### src/hdl/ipv4dq_pkg.sv
package ipv4dq_pkg;

  // Character codes used by the parser
  localparam logic [7:0] CH_NUL  = 8'h00;
  localparam logic [7:0] CH_DOT  = 8'h2E;
  localparam logic [7:0] CH_DIG0 = 8'h30;
  localparam logic [7:0] CH_DIG9 = 8'h39;

  // Largest value an octet may take
  localparam logic [11:0] OCTET_MAX = 12'd255;

  // Index of the last octet, which ends on NUL instead of a dot
  localparam logic [1:0] LAST_OCTET = 2'd3;

  // One result item
  typedef struct packed {
    logic        parse_ok;
    logic [31:0] address;
  } result_t;

endpackage

### src/hdl/ipv4dq_char_if.sv
interface ipv4dq_char_if;
  logic       valid;
  logic       ready;
  logic [7:0] char_code;

  modport source (output valid, output char_code, input ready);
  modport sink   (input valid, input char_code, output ready);
endinterface

### src/hdl/ipv4dq_result_if.sv
interface ipv4dq_result_if;
  logic        valid;
  logic        ready;
  logic        parse_ok;
  logic [31:0] address;

  modport source (output valid, output parse_ok, output address, input ready);
  modport sink   (input valid, input parse_ok, input address, output ready);
endinterface

### src/hdl/ipv4dq_parse.sv
module ipv4dq_parse
  import ipv4dq_pkg::*;
(
  input  logic       clk,
  input  logic       rst,
  input  logic       step,
  input  logic [7:0] char_code,
  output logic       emit,
  output result_t    result
);

  logic [7:0]  octet_value, octet_value_next;
  logic [1:0]  octet_index, octet_index_next;
  logic        digit_seen, digit_seen_next;
  logic [23:0] octets_done, octets_done_next;
  logic        skipping_to_end, skipping_to_end_next;

  logic        is_digit;
  logic [3:0]  digit_val;
  logic [11:0] acc;
  logic [7:0]  term;

  // Digit decode and value*10 + digit
  always_comb begin
    is_digit  = (char_code >= CH_DIG0) && (char_code <= CH_DIG9);
    digit_val = char_code[3:0];
    acc       = {1'b0, octet_value, 3'b000} + {3'b000, octet_value, 1'b0}
              + {8'd0, digit_val};
    term      = (octet_index == LAST_OCTET) ? CH_NUL : CH_DOT;
  end

  // One parse step per character
  always_comb begin
    octet_value_next     = octet_value;
    octet_index_next     = octet_index;
    digit_seen_next      = digit_seen;
    octets_done_next     = octets_done;
    skipping_to_end_next = skipping_to_end;
    emit                 = 1'b0;
    result               = '0;

    if (skipping_to_end) begin
      // discard up to and including the next NUL
      if (char_code == CH_NUL) begin
        skipping_to_end_next = 1'b0;
      end
    end else if (is_digit && (acc <= OCTET_MAX)) begin
      octet_value_next = acc[7:0];
      digit_seen_next  = 1'b1;
    end else if (is_digit || (char_code != term) || !digit_seen) begin
      // failure: octet overflow, bad character or empty octet
      octet_value_next     = '0;
      octet_index_next     = '0;
      digit_seen_next      = 1'b0;
      octets_done_next     = '0;
      skipping_to_end_next = (char_code != CH_NUL);
      emit                 = 1'b1;
    end else if (octet_index == LAST_OCTET) begin
      octet_value_next = '0;
      octet_index_next = '0;
      digit_seen_next  = 1'b0;
      octets_done_next = '0;
      emit             = 1'b1;
      result.parse_ok  = 1'b1;
      result.address   = {octets_done, octet_value};
    end else begin
      octets_done_next = {octets_done[15:0], octet_value};
      octet_index_next = octet_index + 2'd1;
      octet_value_next = '0;
      digit_seen_next  = 1'b0;
    end
  end

  // Parser state
  always_ff @(posedge clk) begin
    if (rst) begin
      octet_value     <= '0;
      octet_index     <= '0;
      digit_seen      <= 1'b0;
      octets_done     <= '0;
      skipping_to_end <= 1'b0;
    end else if (step) begin
      octet_value     <= octet_value_next;
      octet_index     <= octet_index_next;
      digit_seen      <= digit_seen_next;
      octets_done     <= octets_done_next;
      skipping_to_end <= skipping_to_end_next;
    end
  end

endmodule

### src/hdl/ipv4dq_ipv4_out.sv
module ipv4dq_ipv4_out
  import ipv4dq_pkg::*;
(
  input  logic    clk,
  input  logic    rst,
  input  logic    load,
  input  result_t result,
  output logic    free,
  ipv4dq_result_if.source result_out
);

  logic    res_valid;
  result_t res_data;

  // Register can take a new item when empty or being drained this cycle
  assign free = !res_valid || result_out.ready;

  // Result register
  always_ff @(posedge clk) begin
    if (rst) begin
      res_valid <= 1'b0;
    end else if (free) begin
      res_valid <= load;
    end
  end

  always_ff @(posedge clk) begin
    if (free && load) begin
      res_data <= result;
    end
  end

  assign result_out.valid    = res_valid;
  assign result_out.parse_ok = res_data.parse_ok;
  assign result_out.address  = res_data.address;

endmodule

### src/hdl/ipv4_dotted_quad_parser.sv
// Strict IPv4 dotted-quad parser. Send one ASCII character per item, the
// string closed by a NUL (zero) character. The block emits one result per
// string: parse_ok=1 with the 32-bit address (first octet in bits 31..24)
// on the closing NUL, or parse_ok=0 with address zero at the first fault
// (bad character, empty octet, octet above 255, NUL before the fourth
// octet). After a fault the rest of the string up to its NUL is dropped
// silently. Characters are taken at one per clock: a character sits in an
// input register while the parse step updates the state, and
// the result goes into an output register, so a new character is accepted
// every cycle unless the result register is full and not being taken.
module ipv4_dotted_quad_parser
  import ipv4dq_pkg::*;
(
  input  logic clk,
  input  logic rst,
  ipv4dq_char_if.sink      char_in,
  ipv4dq_result_if.source  result_out
);

  logic       in_valid;
  logic [7:0] in_char;
  logic       advance;
  logic       out_free;
  logic       emit;
  result_t    step_result;

  // Input stage moves on whenever the result register has room
  assign advance       = in_valid && out_free;
  assign char_in.ready = !in_valid || out_free;

  // Input register
  always_ff @(posedge clk) begin
    if (rst) begin
      in_valid <= 1'b0;
    end else if (char_in.ready) begin
      in_valid <= char_in.valid;
    end
  end

  always_ff @(posedge clk) begin
    if (char_in.ready && char_in.valid) begin
      in_char <= char_in.char_code;
    end
  end

  ipv4dq_parse u_parse (
    .clk       (clk),
    .rst       (rst),
    .step      (advance),
    .char_code (in_char),
    .emit      (emit),
    .result    (step_result)
  );

  ipv4dq_ipv4_out u_out (
    .clk        (clk),
    .rst        (rst),
    .load       (advance && emit),
    .result     (step_result),
    .free       (out_free),
    .result_out (result_out)
  );

endmodule
### src/flat_wrapper.sv
// flat-port wrapper written by rule: the top's interface ports become plain ports
module ipv4_dotted_quad_parser_flat import ipv4dq_pkg::*;
  (clk, rst, char_in_valid, char_in_char_code, char_in_ready, result_out_valid, result_out_parse_ok, result_out_address, result_out_ready);
  ipv4dq_char_if char_in_i ();
  ipv4dq_result_if result_out_i ();
  input  logic clk;
  input  logic rst;
  input wire logic [$bits(char_in_i.valid)-1:0] char_in_valid;
  input wire logic [$bits(char_in_i.char_code)-1:0] char_in_char_code;
  output wire logic [$bits(char_in_i.ready)-1:0] char_in_ready;
  output wire logic [$bits(result_out_i.valid)-1:0] result_out_valid;
  output wire logic [$bits(result_out_i.parse_ok)-1:0] result_out_parse_ok;
  output wire logic [$bits(result_out_i.address)-1:0] result_out_address;
  input wire logic [$bits(result_out_i.ready)-1:0] result_out_ready;
  assign char_in_i.valid = char_in_valid;
  assign char_in_i.char_code = char_in_char_code;
  assign char_in_ready = char_in_i.ready;
  assign result_out_valid = result_out_i.valid;
  assign result_out_parse_ok = result_out_i.parse_ok;
  assign result_out_address = result_out_i.address;
  assign result_out_i.ready = result_out_ready;
  ipv4_dotted_quad_parser u_core (.clk(clk), .rst(rst), .char_in(char_in_i), .result_out(result_out_i));
endmodule
### config.mk
export PLATFORM = sky130hd
export DESIGN_NAME = ipv4_dotted_quad_parser_flat
export DESIGN_NICKNAME = d
export VERILOG_FILES = /design/src/hdl/ipv4dq_pkg.sv /design/src/hdl/ipv4dq_char_if.sv /design/src/hdl/ipv4dq_result_if.sv /design/src/hdl/ipv4dq_parse.sv /design/src/hdl/ipv4dq_ipv4_out.sv /design/src/hdl/ipv4_dotted_quad_parser.sv /design/src/flat_wrapper.sv
export SDC_FILE = /design/constraint.sdc
export NUM_CORES = 1
export LEC_CHECK = 0
export ABC_CLOCK_PERIOD_IN_PS = 3700
export BUFFER_PORTS_ARGS = -buffer_cell sky130_fd_sc_hd__buf_2
export CAP_MARGIN = 20
export CORE_MARGIN = 3
export CORE_UTILIZATION = 52
export CTS_CLUSTER_DIAMETER = 120
export CTS_CLUSTER_SIZE = 10
export DETAILED_ROUTE_END_ITERATION = 16
export GPL_ROUTABILITY_DRIVEN = 0
export GPL_TIMING_DRIVEN = 0
export PLACE_DENSITY = 0.73
export SETUP_SLACK_MARGIN = 0.5
export SYNTH_ARGS = -nofsm -noshare
export SYNTH_HDL_FRONTEND = slang
export SYNTH_SLANG_ARGS = --single-unit
### constraint.sdc
create_clock -name clk -period 3.7 [get_ports clk]
set_input_delay 0.555 -clock clk [delete_from_list [all_inputs] [get_ports clk]]
set_output_delay 0.555 -clock clk [all_outputs]
set_load 0.02 [all_outputs]
* Word-level counts from Yosys, hierarchy flattened
Cells that the tools add are included.
Widths: inputs -> output; s select.
** Cells by class
- Div/mod/pow operators :: 0
- Equal/unequal tests :: 2
- Add/subtract/negate cells :: 3
- Order comparisons :: 3
- Bitwise operators :: 3
- Reduce and logical (&&, ||, !) cells :: 19
- Shift operators :: 0
- Muxes and demuxes :: 16
- $mul :: 0
** Operators with widths (number)
- $mux 24 :: 2
- $mux 33 :: 1
- $add 11x9->12 :: 1
- $add 12x4->12 :: 1
- $le 12x8->1 const B :: 1
- $mux 1 :: 9
- $ge 8x6->1 const B :: 1
- $le 8x6->1 const B :: 1
- $logic_not 8->1 :: 1
- $mux 8 :: 1
- $ne 8x6->1 :: 1
- $reduce_bool 8->1 :: 1
- $logic_and 1x1->1 :: 6
- $mux 6 :: 1
- $logic_or 1x1->1 :: 4
- $mux 2 :: 2
- $reduce_or 4->1 :: 1
- $logic_not 1->1 :: 3
- $not 1->1 :: 3
- $reduce_and 3->1 :: 1
- $reduce_or 3->1 :: 1
- $add 2x1->2 const B :: 1
- $eq 2x2->1 const B :: 1
- $reduce_and 2->1 :: 1
** Word-level totals
- Flip-flop bits (word level) :: 79
- Output and inout bits :: 35
- Memories :: 0
- Logic and storage cells :: 56
- ROM bits :: 0
- Bits in writable memories :: 0
- Latch bits :: 0

* Depth between registers and ports, before layout
Gate-level depths: netlist of run 1.
- Depth in word-level cells :: 10
- Mapped depth :: 12

* Hierarchy
From an unflattened synthesis of run 1, not the netlist that was laid out.
** Unflattened totals
- Cell total of the unflattened synthesis :: 329
- Area total of the unflattened synthesis :: 3738.6 um2
** Modules (own cells, without submodules)
- ipv4dq_parse :: area an instance 2382.3 um2, sequential area each 720.7 um2, cells each 276, times used 1
- ipv4dq_ipv4_out :: area an instance 1046.0 um2, sequential area each 1011.0 um2, cells each 38, times used 1
- ipv4_dotted_quad_parser :: area an instance 310.3 um2, sequential area each 260.2 um2, cells each 15, times used 1

* Least setup slack after synthesis of run 1
Ideal clock, no wire load.
- Path kind :: reg-to-reg
- Start :: register u_core.u_parse.octet_value[0]
- End :: register u_core.u_out.res_data, in the netlist u_core.u_out.result_out.address[0] (enable)
- Library setup time :: 388 ps
- Period minus slack after synthesis :: 3645 ps
- Arrival time :: 3257 ps
- Buffers on the path :: 1
- Stages on the path, launching flop included :: 12
- Data required time :: 3312 ps
- Slack :: 55 ps
- Cells stage by stage :: dfxtp_1 inv_1 fa_1 inv_1 fa_1 a211oi_1 o21ai_2 mux2i_1 a2111oi_2 buf_6 or3_1 inv_1
** On the way
- Longest elaborated chain between the ends :: 8
** RTL lines
- start: declaration :: RTL line ipv4dq_parse.sv:12 : logic [7:0] octet_value, octet_value_next;
- start signal: assignment :: RTL line ipv4dq_parse.sv:83 : octet_value <= octet_value_next;
- $add 11x9->12 :: RTL line ipv4dq_parse.sv:27 : acc = {1'b0, octet_value, 3'b000} + {3'b000, octet_value, 1'b0}
- $add 12x4->12 :: RTL line ipv4dq_parse.sv:28 : + {8'd0, digit_val};
- $le 12x8->1 :: RTL line ipv4dq_parse.sv:47 : end else if (is_digit && (acc <= OCTET_MAX)) begin
- $logic_and 1x1->1 :: RTL line ipv4dq_parse.sv:47
- $mux 1 :: RTL line ipv4dq_parse.sv:47
- $mux 1 :: RTL line ipv4dq_parse.sv:42 : if (skipping_to_end) begin
- $logic_and 1x1->1 :: RTL line ipv4_dotted_quad_parser.sv:58 : .load (advance && emit),
- $logic_and 1x1->1 :: RTL line ipv4dq_ipv4_out.sv:28 : if (free && load) begin
- end signal: assignment :: RTL line ipv4dq_ipv4_out.sv:29 : res_data <= result;
- end: declaration :: RTL line ipv4dq_ipv4_out.sv:13 : result_t res_data;
No other way between the ends.
A chain may end at the register's enable or synchronous reset.

* Worst setup path after layout of run 1
- Start :: register u_core.u_parse.octet_value[0]
- End :: register u_core.u_out.res_data, in the netlist u_core.u_out.result_out.address[8] (enable)
Same word-level chain as after synthesis.

==> results of run 1 <==
==> kinds of logic (layout without fill, tap and decap cells) <==
kind of cell / after synthesis / after routing / share of synthesized area, %
and+or+nand+nor: 130 / 130 / 19.66
AOI/OAI and AO/OA: 88 / 88 / 13.58
DFF: 79 / 79 / 54.06
buffers and inverters: 28 / 102 / 4.176
adders and majority gates: 18 / 18 / 6.520
xor gates and xnor gates: 5 / 5 / 1.189
muxes: 3 / 3 / 0.8150
==> cell type report <==
type | count | area [um^2] | area share [%]
Buffer | 20 | 126.4 | 2.843
Inverter | 8 | 33.78 | 0.7601
Timing Repair inverter | 1 | 7.507 | 0.1689
Clock inverter | 6 | 108.9 | 2.449
Sequential cell | 79 | 2001 | 45.02
Tap cell | 96 | 120.1 | 2.703
Timing Repair Buffer | 57 | 336.6 | 7.573
Multi-Input combinational cell | 244 | 1583 | 35.61
Clock buffer | 10 | 127.6 | 2.872
==> final timing paths <==
| check | end | slack, ps | depth (start not counted) |
|---|---|---|---|
| min reg2reg | u_core.u_parse.octets_done[17]$_SDFFE_PP0P_ | 450 | 2 |
| min | u_core.in_char[5]$_DFFE_PP_ | 380 | 1 |
| max | u_core.u_out.result_out.address[8]$_SDFFCE_PP0P_ | 580 | 12 |
| max reg2reg | u_core.u_out.result_out.address[8]$_SDFFCE_PP0P_ | 580 | 12 |
==> critical path: cells and delay by family, from the launching register on <==
| kind | cells | cell delay, ps |
|---|---|---|
| adder cells (fa/ha/maj) | 2 | 900 |
| buffers and inverters | 5 | 490 |
| AO/OA/AOI/OAI | 3 | 450 |
| AND/OR/NAND/NOR | 1 | 380 |
| flip-flops | 1 | 360 |
| multiplexers | 1 | 240 |
==> cell usage in the layout, fill, tap and decap left out, types with 2 or more instances in the layout <==
cell,n
buf_2,49
edfxtp_1,41
nand2_1,40
dfxtp_1,35
and2_1,33
o21ai_0,33
nor2b_1,27
o21ai_1,21
a21oi_1,19
ha_1,14
clkbuf_1,10
nand3_1,9
buf_4,9
clkbuf_8,9
inv_1,5
nor2_1,5
buf_6,5
a21o_1,3
xor2_1,3
bufinv_16,3
inv_2,2
mux2i_1,2
nand2b_1,2
o211ai_1,2
a211oi_2,2
o21ai_2,2
clkinvlp_4,2
buf_8,2
clkbuf_2,2
xnor2_1,2
clkinv_2,2
dfxtp_4,2
==> flip-flops by register name (all words and copies together) (netlist names) <==
signal	count
u_core.u_parse.octet_index	2
u_core.u_parse.octets_done	24
u_core.u_parse.skipping_to_end	1
u_core.u_parse.octet_value	8
u_core.u_out.result_out.valid	1
u_core.in_char	8
u_core.u_parse.digit_seen	1
u_core.u_out.result_out.address	32
u_core.u_out.result_out.parse_ok	1
u_core.in_valid	1
==> power by group <==
part	internal [uW]	switching, uW	leakage [uW]	total [uW]
sequential	946	9.17	0.000666	955
combinational	41.1	84.2	0.000890	125
clock	447	305	0.000120	752
==> cell usage after synthesis (2+ instances only) <==
master and instances:
buf_2 4, mux2i_1 3, edfxtp_1 41, a21oi_1 19, clkbuf_1 9, xnor2_1 2
o21ai_1 21, o211ai_1 2, or3_1 2, buf_6 4, inv_1 8, clkbuf_2 2
nand2b_1 2, nand3_1 9, and2_1 33, ha_1 16, o21ai_2 2, nand2_1 40
nor2_1 5, fa_1 2, nor2b_1 27, dfxtp_1 38, a21o_1 3, o21ai_0 33
xor2_1 3
==> timing repair <==
item                       4_1_cts  5_1_grt
pin swaps                        4        3
gates resized for setup          8        3
setup endpoints to repair       33       49
hold endpoints to repair         0        0
cloned                           1        0
buffers inserted                10        1
==> through the flow <==
step	utilization (%)	setup WS, ps	setup TNS, ps	cells
floorplan	-	449.3	0	351
global placement	59.71	55.94	0	493
detailed placement	59.71	-14.06	-362.7	493
CTS	64.87	492.1	0	520
global route	65.05	462.3	0	521
finish	65.05	576.1	0	521
==> routing by layer <==
| layer | share of wire [%] | vias up |
|---|---|---|
| met5 | 0 | - |
| li1 | - | 1361 |
| met3 | 4.7 | 14 |
| met1 | 45 | 1247 |
| met4 | 2.0 | 0 |
| met2 | 49 | 67 |
==> results.yml, run 1 <==
worst_hold_path:
  hp-class: "in -> reg"
  hp-start: "char_in_char_code[5]"
die:
  coreArea_um2: 6832
  dieHeight_um: 90.18
  start_util_pct: 53.94
  die_area_um2: 8132
  ios: 47
  std_cell_rows: 30
  die_w_um: 90.18
critical_path:
  end_kind: "flop"
  path_class: "reg -> reg"
  path_cells: "inv_2, fa_1, inv_2, fa_2, a211oi_2, o21ai_2, mux2i_2, a2111oi_4, buf_6, or3_4, clkinvlp_4, buf_12"
  critPathLaunchType: "flop"
  cp_common_cell: "inv_2"
  cp-startpoint: "u_core.u_parse.octet_value[0]$_SDFFE_PP0P_"
  cp_data_arrival_time_ps: 3180
  crit_path_max_fanout: 16
  cpMaxStageDelayCell: "fa_1"
  cp.required_ps: 3750
  worstReg2RegStart: "u_core.u_parse.octet_value[0]$_SDFFE_PP0P_"
  cpPeakStageDelay_ps: 550
status:
  run_status: "complete, no violations"
drt:
  drt_iter0_markers: 149
  post_drt_via_cell_ratio: 5.161
  drt-pass1-iter-count: 4
  ant_nets: 0
  wl_per_cell_um: 14.43
  drc: 0
  drt_wl_total_um: 7520
  vias: 2689
final_layout:
  diodes: 0
  nets: 450
  stdcell_area_um2: 4444
  layout-drive-gt1-share_pct: 25.18
  area_growth_pct: 20.61
  fill_cells: 586
grt:
  met1_usage_pct: 25.45
  met3_usage_pct: 3.766
  grt_pass1_vias: 2617
  met2_usage_pct: 31.43
  grt_busiest_layer: "met2"
  grt_use_total_pct: 19.53
  antenna_found_initial: 0
  grt_pass1_wl_um: 12700
  grt_max_degree: 17
  grt_overflow: 0
place:
  post_dp_cell_area_um2: 4079
  io_buffers: 46
  dp_hpwl_um: 5170
cts:
  cts_root_buf: "clkbuf_8"
  hold_buffers: 0
  clk_latency_ps: 340
  cts.sinks: 79
  clk_pin_slew_ps: 80
  clockBufferDepth: 2
  cts_tree: "built"
  cts_buffers: 9
  htree_levels: 3
synth:
  synth_top_cell_area_share_pct: 33.41
  ys_async_sr_fraction_pct: 0
  synth_seq_cells: 79
  synth-seq-area-share_pct: 54.06
  synthFlopType: "edfxtp_1"
  syn_area_per_cell_um2: 10.50
  yosys.cell_types.count: 46
  syn-num-nets: 381
  synth.cell_area_um2: 3685
  synth.area.top_cells: "edfxtp_1 33%, dfxtp_1 21%, and2_1 5.6%"
  synth_top_area_cell: "edfxtp_1"
  yosysWarningCount: 0
  syn_inst: 351
  synth_enable_flop_cells: 41
sta:
  hold_slack_ps: 382.7
  fmax_mhz: 320.1
  relSlewSlack_pct: 61.69
  finalHoldViolCount: 0
  finalCritPeriodShare_pct: 84.43
  period_minus_slack_ps: 3124
  tightest_slew_ps: 574.6
  report.final.slew_viol_count: 0
  clock-skew-final_ps: 11.61
  rsz0062_at_grt: "yes"
  setup_violations: 0
pwr:
  power_uw: 1832
  peakVddDrop_v: 0.0002862
  powerDensity_nw_per_um2: 412.3
  p_leak_uw: 0.001676
run:
  drv_cap: 0
No activity file was read; power rests on OpenSTA's default activity.
==> inputs of run 2 (changes only) <==
Settings changed: ABC_CLOCK_PERIOD_IN_PS 3700 to 2900, CORE_UTILIZATION 52 to 55.
Clock period 3.7 ns to 2.9 ns, I/O delays scaled along.
==> run 2 against run 1 <==
  * The run now ends with negative setup slack left
  * Via count rose by 4.1%
  * Highest routed layer unchanged
  * Sequential share of layout area fell by 1.5 points
  * Clock power rose by 28%
  * Count of clock-buffer cells in the layout did not move
  * First-iteration DRC count rose by 34%
  * Fmax fell by 0.52%
  * Largest power group unchanged
  * Non-clock buffer count rose by 7
  * Combinational power rose by 38%
  * Clock skew fell by 3.5 ps
==> results.yml, run 2 (synthesis results as in run 1) <==
critical_path:
  worstReg2RegStart: "u_core.u_parse.octet_value[1]$_SDFFE_PP0P_"
  end_kind: "flop"
  crit_path_max_fanout: 17
  cp_data_arrival_time_ps: 3250
  cp.required_ps: 3010
  critPathLaunchType: "flop"
  cp-startpoint: "u_core.u_parse.octet_value[1]$_SDFFE_PP0P_"
  path_class: "reg -> reg"
place:
  dp_hpwl_um: 5040
  io_buffers: 46
  post_dp_cell_area_um2: 4075
  pre_cts_slack_ps: -836.6
  dpl.cell_count: 474
sta:
  clock-skew-final_ps: 8.112
  fmax_mhz: 318.4
  period_minus_slack_ps: 3140
  finalCritPeriodShare_pct: 108.3
  hold_slack_ps: 255.5
  tightest_slew_ps: 639.5
  report.final.slew_viol_count: 0
  worst_slack_ps: -240.3
  relSlewSlack_pct: 57.37
  finalHoldViolCount: 0
  setup_violations: 70
  rsz0062_at_grt: "yes"
drt:
  drt_iter0_markers: 199
  drt_wl_total_um: 7821
  wl_per_cell_um: 15.37
  post_drt_via_cell_ratio: 5.497
  vias: 2798
  drt-pass1-iter-count: 4
  drc: 0
  ant_nets: 0
cts:
  clk_pin_slew_ps: 80
  cts.sinks: 79
  cts_tree: "built"
  hold_buffers: 0
  clockBufferDepth: 2
  cts_buffers: 9
  htree_levels: 3
  clk_latency_ps: 350
  cts_root_buf: "clkbuf_8"
pwr:
  powerDensity_nw_per_um2: 512.0
  power_uw: 2351
  p_leak_uw: 0.001730
  peakVddDrop_v: 0.0003119
run:
  drv_cap: 0
grt:
  grt_overflow: 0
  met1_usage_pct: 24.79
  grt_max_degree: 18
  grt_busiest_layer: "met2"
  met2_usage_pct: 36.44
  grt_pass1_wl_um: 12340
  grt_use_total_pct: 20.95
  grt_pass1_vias: 2585
  met3_usage_pct: 3.387
  antenna_found_initial: 0
worst_hold_path:
  hp-start: "char_in_char_code[6]"
  hp-class: "in -> reg"
final_layout:
  layout_common_cells: "47 x buf_2, 41 x edfxtp_1, 40 x nand2_1"
  largest_reg_flops: 32
  final_common_cell: "buf_2"
  layout-drive-gt1-share_pct: 29.17
  layout.cells.non_filler: 509
  fill_cells: 470
  nets: 457
  diodes: 0
  area_growth_pct: 24.62
  stdcell_area_um2: 4592
status:
  violations: "negative setup slack"
  run_status: "finished, violations left"
die:
  dieHeight_um: 87.85
  std_cell_rows: 29
  ios: 47
  die_w_um: 87.85
  coreArea_um2: 6422
  start_util_pct: 57.37
  die_area_um2: 7718
## run 2: worst paths after layout
kind / to / slack (ps) / depth (start not counted)
min reg2reg: u_core.u_parse.octets_done[12]$_SDFFE_PP0P_ / 470 / 2
max: u_core.u_out.result_out.address[1]$_SDFFCE_PP0P_ / -240 / 11
min: u_core.in_char[6]$_DFFE_PP_ / 260 / 1
max reg2reg: u_core.u_out.result_out.address[1]$_SDFFCE_PP0P_ / -240 / 11
## run 2: routing by layer
layer  part of all wire, %  vias up
li1                      -     1383
met1                    42     1335
met2                    52       63
met3                   3.9       17
met4                   2.9        0
met5                     0        -
## run 2: cell type report
type | instances | area, um^2 | share of cell area, %
timing repair buffer | 64 | 409.1 | 8.910
timing repair inverter | 1 | 7.507 | 0.1635
tap | 77 | 96.34 | 2.098
clock inverter | 6 | 108.9 | 2.371
multi-input combinational | 244 | 1654 | 36.02
buffer | 20 | 155.1 | 3.379
clock buffer | 10 | 127.6 | 2.779
inverter | 8 | 33.78 | 0.7357
sequential | 79 | 1999 | 43.54
## run 2: critical path, cell delays in order (launching register included)
cell        delay (ps)
dfxtp_1            420
ha_1               270
ha_1               290
fa_2               380
a211oi_2           220
o21ai_2            110
mux2i_2            170
a2111oi_4          440
buf_6              160
or3_4              170
clkinvlp_4         110
buf_12             160
## run 2: timing repair
action / CTS / global route
resized for setup: 11 / 33
buffers inserted: 9 / 9
pin swaps: 2 / 5
cloned: 1 / 0
setup endpoints to repair: 70 / 99
## run 2: stage by stage
stage / setup TNS (ps) / utilization [%]
floorplan: -11570 / -
global placement: -26180 / 63.45
detailed placement: -29390 / 63.45
CTS: -11760 / 69.02
global route: -22370 / 71.50
finish: -12840 / 71.50
## run 2: where the power goes
group,switching [uW],internal (uW),leakage [uW]
clock network,389,570,0.000120
logic,113,59.5,0.000944
registers,12.5,1210,0.000666
==> inputs of run 3 (changes only) <==
Settings changed: CORE_UTILIZATION 55 to 57, CTS_BUF_LIST set to sky130_fd_sc_hd__clkbuf_4 sky130_fd_sc_hd__clkbuf_8 sky130_fd_sc_hd__clkbuf_16, HOLD_SLACK_MARGIN set to 0.15, PLACE_DENSITY 0.73 to 0.76.
==> run 3 against run 2 <==
  * Clock power is 21% lower
  * Core utilization up 4.9 points
  * Largest power group unchanged
  * Global-route usage increased by 1.4 points
  * Register-to-register slack hardly changed
  * Sequential power is essentially flat
  * Power shrank 8.4%
  * Count of clock-buffer cells in the layout fell by 1
  * Non-clock buffer count grew 7
  * Sequential share of layout area decreased by 0.60 points
  * Hold slack barely moved
  * Critical path depth up 1
  * The flow still finishes with violations (negative setup slack)
  * Cell count is 0.98% higher
==> results.yml, run 3 (synthesis results as in run 1) <==
sta:
  rsz0062_at_grt: "yes"
  clock-skew-final_ps: 13.48
  report.final.slew_viol_count: 0
  fmax_mhz: 319.1
  worst_slack_ps: -233.7
  relSlewSlack_pct: 56.80
  period_minus_slack_ps: 3134
  setup_violations: 69
  finalCritPeriodShare_pct: 108.1
  tightest_slew_ps: 648.0
  finalHoldViolCount: 0
die:
  std_cell_rows: 28
  coreArea_um2: 6096
  start_util_pct: 60.45
  die_area_um2: 7465
  dieHeight_um: 86.40
  ios: 47
  die_w_um: 86.40
drt:
  drc: 0
  drt-pass1-iter-count: 4
  vias: 2847
  drt_iter0_markers: 243
  ant_nets: 0
  drt_wl_total_um: 8294
  post_drt_via_cell_ratio: 5.539
  wl_per_cell_um: 16.14
place:
  dp_hpwl_um: 5193
  post_dp_cell_area_um2: 4073
  io_buffers: 46
critical_path:
  cp_data_arrival_time_ps: 3250
  path_class: "reg -> reg"
  crit_path_max_fanout: 15
  reg2reg_depth: 12
  critPathLaunchType: "flop"
  end_kind: "flop"
  cp.required_ps: 3010
grt:
  grt_max_degree: 16
  antenna_found_initial: 0
  met1_usage_pct: 30.52
  met2_usage_pct: 34.49
  grt_overflow: 0
  grt_use_total_pct: 22.32
  grt_busiest_layer: "met2"
  met3_usage_pct: 5.133
  grt_pass1_wl_um: 12830
  grt_pass1_vias: 2660
pwr:
  power_frac_seq_pct: 56.6
  powerDensity_nw_per_um2: 462.3
  power_uw: 2154
  p_sw_share_pct: 26.09
  p_clk_share_pct: 35.0
  switching_power_uw: 561.9
  p_leak_uw: 0.001760
  pwr-share-comb_pct: 8.4
  peakVddDrop_v: 0.0004341
  p_int_uw: 1592
run:
  drv_cap: 0
final_layout:
  diodes: 0
  nets: 464
  final_common_cell: "buf_2"
  layout-drive-gt1-share_pct: 31.66
  area_growth_pct: 26.45
  layout_common_cells: "48 x buf_2, 41 x edfxtp_1, 40 x nand2_1"
  largest_reg_flops: 32
  stdcell_area_um2: 4659
status:
  run_status: "finished, violations left"
  violations: "negative setup slack"
cts:
  cts_root_buf: "clkbuf_8"
  hold_buffers: 0
  cts.sinks: 79
  cts_tree: "built"
  cts_buffers: 9
  htree_levels: 3
  clk_pin_slew_ps: 80
  clk_latency_ps: 360
  clockBufferDepth: 2
worst_hold_path:
  hold_path_depth: 1
  hp-class: "in -> reg"
-- run 3: changes by cell type in the layout (fill, tap and decap cells not counted), moves of 3 or more --
cell,before,now
a21oi_1,11,14
bufinv_16,3,0
and2_4,0,3
o21ai_2,2,6
and2_1,33,30
a21oi_2,8,5
o21ai_0,25,19
-- run 3: power by group through the flow --
stage               logic [uW]  registers [uW]  clock network [uW]
global placement           141            1250                   0
detailed placement         144            1250                   0
floorplan                 55.2            1280                   0
global route               193            1220                 808
CTS                        165            1220                 760
finish                     180            1220                 755
-- run 3: path summary, 6_finish.rpt --
kind,endpoint,start,slack (ps)
setup / recovery,u_core.u_out.result_out.address[2]$_SDFFCE_PP0P_,u_core.u_parse.octet_value[0]$_SDFFE_PP0P_,-230
hold / removal,u_core.in_char[7]$_DFFE_PP_,char_in_char_code[7],260
setup reg to reg,u_core.u_out.result_out.address[2]$_SDFFCE_PP0P_,u_core.u_parse.octet_value[0]$_SDFFE_PP0P_,-230
hold reg to reg,u_core.u_parse.octets_done[23]$_SDFFE_PP0P_,u_core.u_parse.octets_done[15]$_SDFFE_PP0P_,470
-- run 3: worst max-delay path, cell delays in order (launching register included) --
cell and delay (ps):
dfxtp_4 350, inv_2 30, fa_1 540, inv_2 60
fa_2 360, a211oi_2 220, o21ai_2 110, mux2i_2 170
a2111oi_4 410, buf_6 170, or3_4 160, clkinvlp_4 120
buf_12 160
-- run 3: what timing repair did --
item	CTS	global route
gates cloned	1	5
setup endpoints to repair	70	99
gates resized for setup	10	50
setup buffers	12	8
pin swaps	3	6
-- run 3: layer usage --
layer / up-vias / part of all wire, %
li1: 1398 / -
met1: 1330 / 44
met2: 108 / 47
met3: 11 / 8.0
met4: 0 / 1.5
met5: - / 0
-- run 3: area by class of cell --
type / count / area, um^2
sequential: 79 / 2001
clock buffer: 9 / 123.9
inverter: 8 / 33.78
tap: 75 / 93.84
timing repair buffer: 71 / 516.7
multi-input combinational: 244 / 1675
timing repair inverter: 1 / 7.507
clock inverter: 7 / 55.05
fill: 414 / 1436
buffer: 20 / 152.6
-- run 3: through the flow --
| stage | TNS, ps | std cells | worst slack [ps] | hold slack [ps] | utilization [%] |
|---|---|---|---|---|---|
| 6_report | -12650 | 514 | -233.7 | 255.1 | 76.44 |
| 5_1_grt | -21750 | 514 | -394.0 | 246.5 | 76.44 |
| 4_1_cts | -14320 | 501 | -285.2 | 249.4 | 72.19 |
| 3_5_place_dp | -30560 | 472 | -846.1 | 458.5 | 66.81 |
| 3_3_place_gp | -26000 | 472 | -753.6 | 459.5 | 66.81 |
| 2_1_floorplan | -11570 | 351 | -350.7 | 432.2 | - |
